File: src/sv/rx_completion_ring_consumer_top_macros.svh
// ----------------------------------------------------------------------------
// rx_completion_ring_consumer_top_macros
// Assertion macros shared by the completion ring consumer.
// ----------------------------------------------------------------------------
`ifndef RX_COMPLETION_RING_CONSUMER_TOP_MACROS_SVH
`define RX_COMPLETION_RING_CONSUMER_TOP_MACROS_SVH

// Check a consequence in the same cycle as its antecedent
`define RXCRC_ASSERT_SAME(label, clk, rst_n, ante, cons) \
    label: assert property (@(posedge clk) disable iff (!(rst_n)) (ante) |-> (cons)) \
        else $error("rxcrc same-cycle check failed");

// Check a consequence in the cycle after its antecedent
`define RXCRC_ASSERT_NEXT(label, clk, rst_n, ante, cons) \
    label: assert property (@(posedge clk) disable iff (!(rst_n)) (ante) |=> (cons)) \
        else $error("rxcrc next-cycle check failed");

`endif

File: src/sv/rxcrc_pkg.sv
`timescale 1ns / 1ps
// ----------------------------------------------------------------------------
// rxcrc_pkg
// Types and constants of the receive completion ring consumer.
// ----------------------------------------------------------------------------
package rxcrc_pkg;

    localparam int IDX_W = 7;
    localparam int QID_W = 10;
    localparam int LEN_W = 14;

    localparam logic [LEN_W-1:0] MIN_LEN_RESET = 14'd60;

    typedef enum logic [1:0] {
        DROP_NONE  = 2'd0,
        DROP_BODY  = 2'd1,
        DROP_ERROR = 2'd2,
        DROP_SHORT = 2'd3
    } t_drop_reason;

    // One completion descriptor
    typedef struct packed {
        logic [IDX_W-1:0] buffer_index;
        logic [QID_W-1:0] queue_id;
        logic [LEN_W-1:0] frame_len_in;
        logic             error_bit;
        logic             gen_bit;
        logic             buffer_kind;
        logic             head_update_asked;
    } t_comp_item;

    // One result
    typedef struct packed {
        logic             stale;
        t_drop_reason     drop_reason;
        logic             ring_select;
        logic [IDX_W-1:0] slot_out;
        logic [LEN_W-1:0] frame_len_out;
        logic             head_write;
        logic             head_bank;
        logic [QID_W-1:0] head_queue;
        logic [IDX_W-1:0] head_value;
        logic [IDX_W-1:0] refill_slot;
        logic             refill_gen;
    } t_result;

    // Pointer state seen by the classify logic
    typedef struct packed {
        logic             exp_gen;
        logic [IDX_W-1:0] refill_slot;
        logic             refill_gen;
    } t_ptr_state;

endpackage

File: src/sv/rxcrc_comp_if.sv
`timescale 1ns / 1ps
// ----------------------------------------------------------------------------
// rxcrc_comp_if
// Valid/ready channel carrying one receive completion descriptor.
// ----------------------------------------------------------------------------
interface rxcrc_comp_if;
    logic                            valid;
    logic                            ready;
    logic [rxcrc_pkg::IDX_W-1:0]     buffer_index;
    logic [rxcrc_pkg::QID_W-1:0]     queue_id;
    logic [rxcrc_pkg::LEN_W-1:0]     frame_len_in;
    logic                            error_bit;
    logic                            gen_bit;
    logic                            buffer_kind;
    logic                            head_update_asked;

    modport source (
        output valid, buffer_index, queue_id, frame_len_in, error_bit, gen_bit,
               buffer_kind, head_update_asked,
        input  ready
    );

    modport sink (
        input  valid, buffer_index, queue_id, frame_len_in, error_bit, gen_bit,
               buffer_kind, head_update_asked,
        output ready
    );
endinterface

File: src/sv/rxcrc_res_if.sv
`timescale 1ns / 1ps
// ----------------------------------------------------------------------------
// rxcrc_res_if
// Valid/ready channel carrying one consumer result.
// ----------------------------------------------------------------------------
interface rxcrc_res_if;
    logic                            valid;
    logic                            ready;
    logic                            stale;
    logic [1:0]                      drop_reason;
    logic                            ring_select;
    logic [rxcrc_pkg::IDX_W-1:0]     slot_out;
    logic [rxcrc_pkg::LEN_W-1:0]     frame_len_out;
    logic                            head_write;
    logic                            head_bank;
    logic [rxcrc_pkg::QID_W-1:0]     head_queue;
    logic [rxcrc_pkg::IDX_W-1:0]     head_value;
    logic [rxcrc_pkg::IDX_W-1:0]     refill_slot;
    logic                            refill_gen;

    modport source (
        output valid, stale, drop_reason, ring_select, slot_out, frame_len_out,
               head_write, head_bank, head_queue, head_value, refill_slot, refill_gen,
        input  ready
    );

    modport sink (
        input  valid, stale, drop_reason, ring_select, slot_out, frame_len_out,
               head_write, head_bank, head_queue, head_value, refill_slot, refill_gen,
        output ready
    );
endinterface

File: src/sv/rx_completion_ring_consumer_top.sv
`timescale 1ns / 1ps
// Path from input transfer to result valid: input register, then result register.
// Throughput: 1 descriptor per cycle unless the result channel stalls; the classify logic
// between the two registers handles one item per clock and the pointers of a consumed
// descriptor update in that same cycle. Reset (synchronous, active low): completion pointer 0,
// expected generation 1, refill pointer 0, refill generation 0, minimum frame length 60, both stages empty.
// ----------------------------------------------------------------------------
// rx_completion_ring_consumer_top
// Receive completion ring consumer: generation check, drop decision, head
// register update and ring-0 refill slot per descriptor.
// ----------------------------------------------------------------------------
`include "rx_completion_ring_consumer_top_macros.svh"

module rx_completion_ring_consumer_top #(
    parameter int RING_DEPTH  = 128,
    parameter int COMP_DEPTH  = 256,
    parameter int QUEUE_COUNT = 1
) (
    input  logic                        i_clk,
    input  logic                        i_rst_n,
    input  logic                        i_cfg_wr_en,
    input  logic [rxcrc_pkg::LEN_W-1:0] i_cfg_wr_data,
    rxcrc_comp_if.sink                  i_comp,
    rxcrc_res_if.source                 o_res
);

    rxcrc_pkg::t_comp_item          w_in_item;
    rxcrc_pkg::t_comp_item          w_stage_item;
    rxcrc_pkg::t_ptr_state          w_ptr;
    rxcrc_pkg::t_result             w_result;
    rxcrc_pkg::t_result             r_out;
    logic                           w_stage_vld;
    logic                           w_stale;
    logic                           w_adv;
    logic                           r_out_vld;
    logic                           n_out_vld;
    logic [rxcrc_pkg::LEN_W-1:0]    r_min_len;

    // Gather the input channel into one item
    assign w_in_item.buffer_index      = i_comp.buffer_index;
    assign w_in_item.queue_id          = i_comp.queue_id;
    assign w_in_item.frame_len_in      = i_comp.frame_len_in;
    assign w_in_item.error_bit         = i_comp.error_bit;
    assign w_in_item.gen_bit           = i_comp.gen_bit;
    assign w_in_item.buffer_kind       = i_comp.buffer_kind;
    assign w_in_item.head_update_asked = i_comp.head_update_asked;

    // Minimum frame length register
    always_ff @(posedge i_clk) begin
        if (!i_rst_n) begin
            r_min_len <= rxcrc_pkg::MIN_LEN_RESET;
        end else if (i_cfg_wr_en) begin
            r_min_len <= i_cfg_wr_data;
        end
    end

    // Move the held item into the result register when it is free or draining
    assign w_adv = w_stage_vld && (!r_out_vld || o_res.ready);

    rxcrc_in_stage u_in_stage (
        .i_clk     (i_clk),
        .i_rst_n   (i_rst_n),
        .i_valid   (i_comp.valid),
        .i_item    (w_in_item),
        .o_ready   (i_comp.ready),
        .i_advance (w_adv),
        .o_valid   (w_stage_vld),
        .o_item    (w_stage_item)
    );

    rxcrc_ptr_track #(
        .RING_DEPTH (RING_DEPTH),
        .COMP_DEPTH (COMP_DEPTH)
    ) u_ptr_track (
        .i_clk     (i_clk),
        .i_rst_n   (i_rst_n),
        .i_consume (w_adv && !w_stale),
        .o_state   (w_ptr)
    );

    rxcrc_classify #(
        .RING_DEPTH  (RING_DEPTH),
        .QUEUE_COUNT (QUEUE_COUNT)
    ) u_classify (
        .i_item    (w_stage_item),
        .i_ptr     (w_ptr),
        .i_min_len (r_min_len),
        .o_stale   (w_stale),
        .o_result  (w_result)
    );

    // Result register valid: set on advance, clear once taken
    always_comb begin
        n_out_vld = r_out_vld;
        if (w_adv) begin
            n_out_vld = 1'b1;
        end else if (o_res.ready) begin
            n_out_vld = 1'b0;
        end
    end

    always_ff @(posedge i_clk) begin
        if (!i_rst_n) begin
            r_out_vld <= 1'b0;
        end else begin
            r_out_vld <= n_out_vld;
        end
    end

    always_ff @(posedge i_clk) begin
        if (w_adv) begin
            r_out <= w_result;
        end
    end

    // Drive the result channel
    assign o_res.valid         = r_out_vld;
    assign o_res.stale         = r_out.stale;
    assign o_res.drop_reason   = r_out.drop_reason;
    assign o_res.ring_select   = r_out.ring_select;
    assign o_res.slot_out      = r_out.slot_out;
    assign o_res.frame_len_out = r_out.frame_len_out;
    assign o_res.head_write    = r_out.head_write;
    assign o_res.head_bank     = r_out.head_bank;
    assign o_res.head_queue    = r_out.head_queue;
    assign o_res.head_value    = r_out.head_value;
    assign o_res.refill_slot   = r_out.refill_slot;
    assign o_res.refill_gen    = r_out.refill_gen;

    // A stale descriptor leaves the pointers untouched
    `RXCRC_ASSERT_NEXT(a_stale_holds_ptr, i_clk, i_rst_n, w_adv && w_stale, $stable(w_ptr))

    // A consumed descriptor always moves the refill position
    `RXCRC_ASSERT_NEXT(a_refill_steps, i_clk, i_rst_n, w_adv && !w_stale, (w_ptr.refill_slot != $past(w_ptr.refill_slot)) || (w_ptr.refill_gen != $past(w_ptr.refill_gen)))

    // A stale result carries nothing but its flag
    `RXCRC_ASSERT_SAME(a_stale_clean, i_clk, i_rst_n, r_out_vld && r_out.stale, (r_out.drop_reason == rxcrc_pkg::DROP_NONE) && !r_out.head_write && (r_out.refill_slot == '0) && !r_out.refill_gen && (r_out.frame_len_out == '0))

    // Only a delivered frame reports a length
    `RXCRC_ASSERT_SAME(a_len_on_deliver, i_clk, i_rst_n, r_out_vld && (r_out.frame_len_out != '0), !r_out.stale && (r_out.drop_reason == rxcrc_pkg::DROP_NONE))

endmodule

File: src/sv/rxcrc_in_stage.sv
`timescale 1ns / 1ps
// ----------------------------------------------------------------------------
// rxcrc_in_stage
// Input register: captures one completion descriptor per transfer.
// ----------------------------------------------------------------------------
module rxcrc_in_stage (
    input  logic                  i_clk,
    input  logic                  i_rst_n,
    input  logic                  i_valid,
    input  rxcrc_pkg::t_comp_item i_item,
    output logic                  o_ready,
    input  logic                  i_advance,
    output logic                  o_valid,
    output rxcrc_pkg::t_comp_item o_item
);

    logic                  r_vld;
    logic                  n_vld;
    rxcrc_pkg::t_comp_item r_item;

    // Take a new item when empty or when the held one moves on
    assign o_ready = !r_vld || i_advance;

    always_comb begin
        n_vld = r_vld;
        if (o_ready) begin
            n_vld = i_valid;
        end
    end

    // Hold valid under reset control
    always_ff @(posedge i_clk) begin
        if (!i_rst_n) begin
            r_vld <= 1'b0;
        end else begin
            r_vld <= n_vld;
        end
    end

    // Load payload on transfer
    always_ff @(posedge i_clk) begin
        if (i_valid && o_ready) begin
            r_item <= i_item;
        end
    end

    assign o_valid = r_vld;
    assign o_item  = r_item;

endmodule

File: src/sv/rxcrc_ptr_track.sv
`timescale 1ns / 1ps
// ----------------------------------------------------------------------------
// rxcrc_ptr_track
// Completion pointer with expected generation, refill pointer with its
// generation; both advance once per consumed descriptor.
// ----------------------------------------------------------------------------
module rxcrc_ptr_track #(
    parameter int RING_DEPTH = 128,
    parameter int COMP_DEPTH = 256
) (
    input  logic                  i_clk,
    input  logic                  i_rst_n,
    input  logic                  i_consume,
    output rxcrc_pkg::t_ptr_state o_state
);

    localparam int CW = $clog2(COMP_DEPTH);
    localparam int RW = $clog2(RING_DEPTH);
    localparam int RX = (RW > rxcrc_pkg::IDX_W) ? RW : rxcrc_pkg::IDX_W;

    logic [CW-1:0] r_comp_ptr;
    logic [CW-1:0] n_comp_ptr;
    logic          r_exp_gen;
    logic          n_exp_gen;
    logic [RW-1:0] r_refill_ptr;
    logic [RW-1:0] n_refill_ptr;
    logic          r_refill_gen;
    logic          n_refill_gen;
    logic [RX-1:0] w_refill_ext;

    // Advance both pointers, toggle generation on wrap
    always_comb begin
        n_comp_ptr   = r_comp_ptr;
        n_exp_gen    = r_exp_gen;
        n_refill_ptr = r_refill_ptr;
        n_refill_gen = r_refill_gen;
        if (i_consume) begin
            if (r_comp_ptr == CW'(COMP_DEPTH - 1)) begin
                n_comp_ptr = '0;
                n_exp_gen  = !r_exp_gen;
            end else begin
                n_comp_ptr = r_comp_ptr + CW'(1);
            end
            if (r_refill_ptr == RW'(RING_DEPTH - 1)) begin
                n_refill_ptr = '0;
                n_refill_gen = !r_refill_gen;
            end else begin
                n_refill_ptr = r_refill_ptr + RW'(1);
            end
        end
    end

    always_ff @(posedge i_clk) begin
        if (!i_rst_n) begin
            r_comp_ptr   <= '0;
            r_exp_gen    <= 1'b1;
            r_refill_ptr <= '0;
            r_refill_gen <= 1'b0;
        end else begin
            r_comp_ptr   <= n_comp_ptr;
            r_exp_gen    <= n_exp_gen;
            r_refill_ptr <= n_refill_ptr;
            r_refill_gen <= n_refill_gen;
        end
    end

    // Mask the refill pointer to the slot field width
    assign w_refill_ext        = RX'(r_refill_ptr);
    assign o_state.exp_gen     = r_exp_gen;
    assign o_state.refill_slot = w_refill_ext[rxcrc_pkg::IDX_W-1:0];
    assign o_state.refill_gen  = r_refill_gen;

endmodule

File: src/sv/rxcrc_classify.sv
`timescale 1ns / 1ps
// ----------------------------------------------------------------------------
// rxcrc_classify
// Generation check, ring select, drop decision, head update and refill slot for one
// registered completion descriptor.
// ----------------------------------------------------------------------------
module rxcrc_classify #(
    parameter int RING_DEPTH  = 128,
    parameter int QUEUE_COUNT = 1
) (
    input  rxcrc_pkg::t_comp_item          i_item,
    input  rxcrc_pkg::t_ptr_state          i_ptr,
    input  logic [rxcrc_pkg::LEN_W-1:0]    i_min_len,
    output logic                           o_stale,
    output rxcrc_pkg::t_result             o_result
);

    localparam int TBL_N = 1 << rxcrc_pkg::IDX_W;

    logic [rxcrc_pkg::IDX_W-1:0] w_head_tbl [0:TBL_N];
    logic [rxcrc_pkg::IDX_W:0]   w_idx_inc;
    logic                        w_ring;
    rxcrc_pkg::t_drop_reason     w_reason;

    // Constant table of (index + 1) mod ring depth
    genvar g;
    for (g = 0; g <= TBL_N; g++) begin : g_head_tbl
        localparam int HV = g % RING_DEPTH;
        assign w_head_tbl[g] = HV[rxcrc_pkg::IDX_W-1:0];
    end

    assign w_idx_inc = {1'b0, i_item.buffer_index} + (rxcrc_pkg::IDX_W + 1)'(1);
    assign o_stale   = (i_item.gen_bit != i_ptr.exp_gen);
    assign w_ring    = (i_item.queue_id >= rxcrc_pkg::QID_W'(QUEUE_COUNT));

    // Drop priority: body buffer, then error, then short frame
    always_comb begin
        if (i_item.buffer_kind) begin
            w_reason = rxcrc_pkg::DROP_BODY;
        end else if (i_item.error_bit) begin
            w_reason = rxcrc_pkg::DROP_ERROR;
        end else if (i_item.frame_len_in < i_min_len) begin
            w_reason = rxcrc_pkg::DROP_SHORT;
        end else begin
            w_reason = rxcrc_pkg::DROP_NONE;
        end
    end

    // Build the result; a stale item reports only the stale flag
    always_comb begin
        o_result             = '0;
        o_result.drop_reason = rxcrc_pkg::DROP_NONE;
        if (o_stale) begin
            o_result.stale = 1'b1;
        end else begin
            o_result.drop_reason = w_reason;
            o_result.ring_select = w_ring;
            o_result.slot_out    = i_item.buffer_index;
            if (w_reason == rxcrc_pkg::DROP_NONE) begin
                o_result.frame_len_out = i_item.frame_len_in;
            end
            if (i_item.head_update_asked) begin
                o_result.head_write = 1'b1;
                o_result.head_bank  = w_ring;
                o_result.head_queue = w_ring
                    ? (i_item.queue_id - rxcrc_pkg::QID_W'(QUEUE_COUNT))
                    : i_item.queue_id;
                o_result.head_value = w_head_tbl[w_idx_inc];
            end
            o_result.refill_slot = i_ptr.refill_slot;
            o_result.refill_gen  = i_ptr.refill_gen;
        end
    end

endmodule
File: src/flat_wrapper.sv
// flat-port wrapper written by rule: the top's interface ports become plain ports
module rx_completion_ring_consumer_top_flat 
#(
    parameter int RING_DEPTH  = 128,
    parameter int COMP_DEPTH  = 256,
    parameter int QUEUE_COUNT = 1
)
  (i_clk, i_rst_n, i_cfg_wr_en, i_cfg_wr_data, i_comp_valid, i_comp_buffer_index, i_comp_queue_id, i_comp_frame_len_in, i_comp_error_bit, i_comp_gen_bit, i_comp_buffer_kind, i_comp_head_update_asked, i_comp_ready, o_res_valid, o_res_stale, o_res_drop_reason, o_res_ring_select, o_res_slot_out, o_res_frame_len_out, o_res_head_write, o_res_head_bank, o_res_head_queue, o_res_head_value, o_res_refill_slot, o_res_refill_gen, o_res_ready);
  rxcrc_comp_if i_comp_i ();
  rxcrc_res_if o_res_i ();
  input  logic i_clk;
  input  logic i_rst_n;
  input  logic i_cfg_wr_en;
  input  logic [rxcrc_pkg::LEN_W-1:0] i_cfg_wr_data;
  input wire logic [$bits(i_comp_i.valid)-1:0] i_comp_valid;
  input wire logic [$bits(i_comp_i.buffer_index)-1:0] i_comp_buffer_index;
  input wire logic [$bits(i_comp_i.queue_id)-1:0] i_comp_queue_id;
  input wire logic [$bits(i_comp_i.frame_len_in)-1:0] i_comp_frame_len_in;
  input wire logic [$bits(i_comp_i.error_bit)-1:0] i_comp_error_bit;
  input wire logic [$bits(i_comp_i.gen_bit)-1:0] i_comp_gen_bit;
  input wire logic [$bits(i_comp_i.buffer_kind)-1:0] i_comp_buffer_kind;
  input wire logic [$bits(i_comp_i.head_update_asked)-1:0] i_comp_head_update_asked;
  output wire logic [$bits(i_comp_i.ready)-1:0] i_comp_ready;
  output wire logic [$bits(o_res_i.valid)-1:0] o_res_valid;
  output wire logic [$bits(o_res_i.stale)-1:0] o_res_stale;
  output wire logic [$bits(o_res_i.drop_reason)-1:0] o_res_drop_reason;
  output wire logic [$bits(o_res_i.ring_select)-1:0] o_res_ring_select;
  output wire logic [$bits(o_res_i.slot_out)-1:0] o_res_slot_out;
  output wire logic [$bits(o_res_i.frame_len_out)-1:0] o_res_frame_len_out;
  output wire logic [$bits(o_res_i.head_write)-1:0] o_res_head_write;
  output wire logic [$bits(o_res_i.head_bank)-1:0] o_res_head_bank;
  output wire logic [$bits(o_res_i.head_queue)-1:0] o_res_head_queue;
  output wire logic [$bits(o_res_i.head_value)-1:0] o_res_head_value;
  output wire logic [$bits(o_res_i.refill_slot)-1:0] o_res_refill_slot;
  output wire logic [$bits(o_res_i.refill_gen)-1:0] o_res_refill_gen;
  input wire logic [$bits(o_res_i.ready)-1:0] o_res_ready;
  assign i_comp_i.valid = i_comp_valid;
  assign i_comp_i.buffer_index = i_comp_buffer_index;
  assign i_comp_i.queue_id = i_comp_queue_id;
  assign i_comp_i.frame_len_in = i_comp_frame_len_in;
  assign i_comp_i.error_bit = i_comp_error_bit;
  assign i_comp_i.gen_bit = i_comp_gen_bit;
  assign i_comp_i.buffer_kind = i_comp_buffer_kind;
  assign i_comp_i.head_update_asked = i_comp_head_update_asked;
  assign i_comp_ready = i_comp_i.ready;
  assign o_res_valid = o_res_i.valid;
  assign o_res_stale = o_res_i.stale;
  assign o_res_drop_reason = o_res_i.drop_reason;
  assign o_res_ring_select = o_res_i.ring_select;
  assign o_res_slot_out = o_res_i.slot_out;
  assign o_res_frame_len_out = o_res_i.frame_len_out;
  assign o_res_head_write = o_res_i.head_write;
  assign o_res_head_bank = o_res_i.head_bank;
  assign o_res_head_queue = o_res_i.head_queue;
  assign o_res_head_value = o_res_i.head_value;
  assign o_res_refill_slot = o_res_i.refill_slot;
  assign o_res_refill_gen = o_res_i.refill_gen;
  assign o_res_i.ready = o_res_ready;
  rx_completion_ring_consumer_top #(.RING_DEPTH(RING_DEPTH), .COMP_DEPTH(COMP_DEPTH), .QUEUE_COUNT(QUEUE_COUNT)) u_core (.i_clk(i_clk), .i_rst_n(i_rst_n), .i_cfg_wr_en(i_cfg_wr_en), .i_cfg_wr_data(i_cfg_wr_data), .i_comp(i_comp_i), .o_res(o_res_i));
endmodule
File: config.mk
export PLATFORM = sky130hd
export DESIGN_NAME = rx_completion_ring_consumer_top_flat
export DESIGN_NICKNAME = d
export VERILOG_FILES = /design/src/sv/rxcrc_pkg.sv /design/src/sv/rxcrc_comp_if.sv /design/src/sv/rxcrc_res_if.sv /design/src/sv/rx_completion_ring_consumer_top.sv /design/src/sv/rxcrc_in_stage.sv /design/src/sv/rxcrc_ptr_track.sv /design/src/sv/rxcrc_classify.sv /design/src/flat_wrapper.sv
export VERILOG_INCLUDE_DIRS = /design/src /design/src/sv
export SDC_FILE = /design/constraint.sdc
export NUM_CORES = 1
export LEC_CHECK = 0
export ABC_AREA = 0
export BUFFER_PORTS_ARGS = -buffer_cell sky130_fd_sc_hd__buf_2
export CAP_MARGIN = 20
export CELL_PAD_IN_SITES_DETAIL_PLACEMENT = 1
export CELL_PAD_IN_SITES_GLOBAL_PLACEMENT = 2
export CORE_ASPECT_RATIO = 0.9
export CORE_UTILIZATION = 39
export CTS_CLUSTER_DIAMETER = 40
export DETAILED_ROUTE_END_ITERATION = 6
export GPL_TIMING_DRIVEN = 0
export PLACE_DENSITY_LB_ADDON = 0.1
export SETUP_SLACK_MARGIN = 0.1
export SLEW_MARGIN = 20
export SYNTH_ARGS = -nofsm -noshare
export SYNTH_HDL_FRONTEND = slang
export SYNTH_SLANG_ARGS = --single-unit
export TNS_END_PERCENT = 100
File: constraint.sdc
create_clock -name i_clk -period 4.4 [get_ports i_clk]
set_clock_uncertainty 0.1 [all_clocks]
set_input_delay 0.22 -clock i_clk [delete_from_list [all_inputs] [get_ports i_clk]]
set_output_delay 0.22 -clock i_clk [all_outputs]
set_load 0.05 [all_outputs]
==> results.sh <==
export IMPL_hold_ws_ns=0.04784
export IMPL_die_w_um=121.8
export IMPL_p_switching_mw=0.6732
export IMPL_path_delay_family="simple AND/OR/NAND/NOR gates"
export IMPL_clock_path_buffers=2
export IMPL_critPathLaunchType="flop"
export IMPL_die_h_um=109.8
export IMPL_ctsResizeCount=0
export IMPL_cts_root_buf="clkbuf_16"
export IMPL_overflow=0
export IMPL_hold_class="in2reg"
export IMPL_status="finished, final reports clean"
export IMPL_wl_per_cell_um=14.85
export IMPL_cts_tree="yes"
export IMPL_synth_cell_types=43
export IMPL_p_seq_share_pct=43.1
export IMPL_postCtsSetupBuffers=0
export IMPL_yosysSeqAreaShare_pct=64.96
export IMPL_fillers=1353
export IMPL_ios=108
export IMPL_p_comb_share_pct=10.0
export IMPL_drv_cap=0
export IMPL_hpwlAfterDp_um=7772
export IMPL_worstPathRequired_ns=4.46
export IMPL_crit_fanout=10
export IMPL_tightest_slew_ns=0.6252
export IMPL_first_pass_iters=4
export IMPL_drv_slew=0
export IMPL_clock_fmax_mhz=398.9
export IMPL_gp_congestion=0.7696
export IMPL_worstSetupEndpointType="flop"
export IMPL_pwr_share_clk_pct=46.9
export IMPL_p_int_mw=2.348
export IMPL_swShare_pct=22.29
export IMPL_drt_iter0_drc=123
export IMPL_grt_use_total_pct=17.64
export IMPL_drt_total_wl_um=10960
export IMPL_synthCells=384
export IMPL_clkTransAtPathRegs_ns=0.05
export IMPL_syn_area_um2=5039
export IMPL_via_per_inst=4.661
export IMPL_critical_path_buf_inv_count=1
export IMPL_fin_util_pct=54.77
export IMPL_critPathKind="reg2reg"
export IMPL_fin_crit_sh_pct=56.97
export IMPL_slew_headroom_pct=58.32
export IMPL_vias=3440
export IMPL_cts_max_level=4
export IMPL_finalSetupTns_ns=0
export IMPL_cp_slowest_cell="or4_4"
export IMPL_route_detailed_drc=0
export IMPL_syn_area_per_cell_um2=13.12
export IMPL_powerDensity_nw_per_um2=436.4
export IMPL_ir_worst_vdd_mv=0.2469
export IMPL_placement_io_buffers=106
export IMPL_multiInputGateArea_um2=1638
export IMPL_synthesis_nets=456
export IMPL_regArea_um2=3273
export IMPL_worstPathArrival_ns=2.57
export IMPL_finalHoldViolCount=0
export IMPL_power_mw=3.021
export IMPL_num_antenna_cells=0
export IMPL_power_leakage_nw=2.783
export IMPL_finalSetupViolations=0
export IMPL_grt_setup_unrepaired="no"
export IMPL_clock_latency_ns=0.42
export IMPL_rows=39
export IMPL_cts_sinks=120
export IMPL_cts_buffers=17
export IMPL_slowest_delay_ns=0.54
export IMPL_ys_ff_latch=120
export IMPL_dieArea_um2=13380
export IMPL_area_growth_pct=37.37
export IMPL_antenna_left=0
export IMPL_period_minus_slack_ns=2.507
export IMPL_grt_max_degree=34
export IMPL_yosysWarnings=0
export IMPL_grt_pass1_vias=3448
export IMPL_start_util_pct=39.87
export IMPL_antenna_found_initial=0
export IMPL_crit_chain="ha_1 -> nand4_2 -> nor2_1 -> or4_4 -> a31oi_4 -> buf_6 -> and4bb_2"
export IMPL_layout_drive_gt1_share_pct=27.53
export IMPL_grt_first_pass_wirelength_um=17220
export IMPL_coreArea_um2=12640
export IMPL_nets=633
[final cells by class]
class	count	share of cell area, %
Buffer	11	0.7231
Clock buffer	23	6.616
Clock inverter	9	2.133
Inverter	21	1.139
Multi-Input combinational cell	232	23.66
Sequential cell	120	47.29
Tap cell	164	2.965
Timing Repair Buffer	158	15.47
[repair_timing]
action / in CTS / in global routing
endpoints found under the hold margin: 50 / 0
hold buffers: 50 / 0
endpoints found under the setup margin: 0 / 0
[cell usage after synthesis]
master / number / area [um^2]
a21o_1: 1 / 7.510
dfxtp_1: 33 / 660.6
a21boi_0: 2 / 15.01
a31oi_4: 1 / 21.27
nand3b_1: 1 / 7.510
ha_1: 18 / 225.2
and2_1: 20 / 125.1
nor2_2: 3 / 18.77
inv_1: 20 / 75.07
edfxtp_1: 87 / 2613
clkbuf_1: 9 / 33.78
xnor2_1: 18 / 157.7
mux2i_1: 12 / 120.1
xnor2_2: 1 / 16.27
nand3_1: 6 / 30.03
o21a_1: 2 / 15.01
or3_1: 2 / 12.51
nor2b_1: 13 / 81.33
buf_2: 1 / 5.000
nand2_1: 27 / 101.4
and4bb_2: 9 / 112.6
nand4_1: 6 / 37.54
nor4bb_1: 5 / 50.05
nor2_1: 35 / 131.4
nor3b_1: 1 / 7.510
o211ai_1: 4 / 30.03
nor3_1: 7 / 35.03
buf_6: 1 / 11.26
or4_4: 2 / 22.52
nand4_2: 1 / 12.51
nor4_1: 3 / 18.77
nor4_2: 1 / 12.51
a211oi_1: 2 / 15.01
a21oi_1: 7 / 35.03
a311oi_1: 1 / 8.760
o21ai_0: 4 / 20.02
inv_2: 1 / 3.750
and3_1: 4 / 25.02
a21boi_1: 1 / 7.510
or4_1: 1 / 7.510
nand2b_1: 2 / 12.51
xor2_1: 8 / 70.07
a41o_1: 1 / 10.01
[sequential cells by signal, summed over array words and instances (netlist names), 2 cells and up]
name / flops
u_core.o_res.slot_out: 7
u_core.u_ptr_track.r_comp_ptr: 8
u_core.o_res.frame_len_out: 14
u_core.r_min_len: 14
u_core.o_res.refill_slot: 7
u_core.u_in_stage.o_item: 35
u_core.o_res.head_value: 7
u_core.u_ptr_track.r_refill_ptr: 7
u_core.o_res.head_queue: 10
u_core.o_res.drop_reason: 2
[metal layers]
| metal | vias to the layer above | wire (um) | global-route usage (%) |
|---|---|---|---|
| li1 | 1731 | - | - |
| met5 | - | 0 | 0 |
| met2 | 76 | 5442 | 29.78 |
| met4 | 0 | 210 | 8.201 |
| met3 | 18 | 442 | 4.876 |
| met1 | 1615 | 4867 | 20.89 |
[path summary, 6_finish.rpt]
check	from	end	slack (ns)	cells past startpoint
max reg2reg	u_core.u_in_stage.o_item[17]	u_core.o_res.frame_len_out[10]	1.89	7
max	u_core.u_in_stage.o_item[17]	u_core.o_res.frame_len_out[10]	1.89	7
min reg2reg	u_core.r_min_len[3]	u_core.r_min_len[3]	0.39	2
min	i_rst_n	u_core.r_min_len[13]	0.05	2
[metrics by stage]
step	area [um^2]	std cells	setup WS, ns
2_1_floorplan	5039	384	1.882
3_3_place_gp	5774	654	1.911
3_5_place_dp	5816	656	1.898
4_1_cts	6922	738	1.885
5_1_grt	6922	738	1.774
6_report	6922	738	1.893
[worst reg2reg max path, delay by kind of cell (launching register included)]
kind / cells / cell delay, ns
AND/OR/NAND/NOR: 4 / 0.97
flip-flops: 1 / 0.42
adder cells (fa/ha/maj): 1 / 0.36
AO/OA/AOI/OAI: 1 / 0.24
buffers and inverters: 1 / 0.17
[power by group through the flow]
stage               combinational (mW)  clock, mW  sequential, mW
floorplan                        0.111          0            1.39
global placement                 0.260          0            1.32
detailed placement               0.270          0            1.32
CTS                              0.306       1.44            1.30
global route                     0.330       1.49            1.31
finish                           0.302       1.42            1.30
[placed cells by master, fill, tap and decap left out, types with 3 or more instances in the layout]
cell type and n:
xor2_1 8, and4bb_2 9, inv_1 19, nor2b_1 13
ha_1 18, nor3_1 7, and3_1 4, dlygate4sd3_1 50
nor4bb_1 5, buf_2 107, clkinv_2 4, a21oi_1 7
mux2i_1 12, nor2_1 35, and2_1 19, edfxtp_1 87
o211ai_1 4, nand4_1 6, bufinv_16 4, nor2_2 3
dfxtp_1 33, nand3_1 6, nor4_1 3, o21ai_0 4
xnor2_1 18, clkbuf_16 17, nand2_1 27, clkbuf_1 14
[cells by family after synthesis]
family,after synthesis,synth area share (%)
adder cells (fa/ha/maj),18,4.470
AND/OR/NAND/NOR,149,17.11
AO/OA/AOI/OAI,26,3.675
XOR/XNOR,27,4.842
flip-flops,120,64.96
buffers and inverters,32,2.557
multiplexers,12,2.384
No activity file was read; power rests on OpenSTA's default activity.
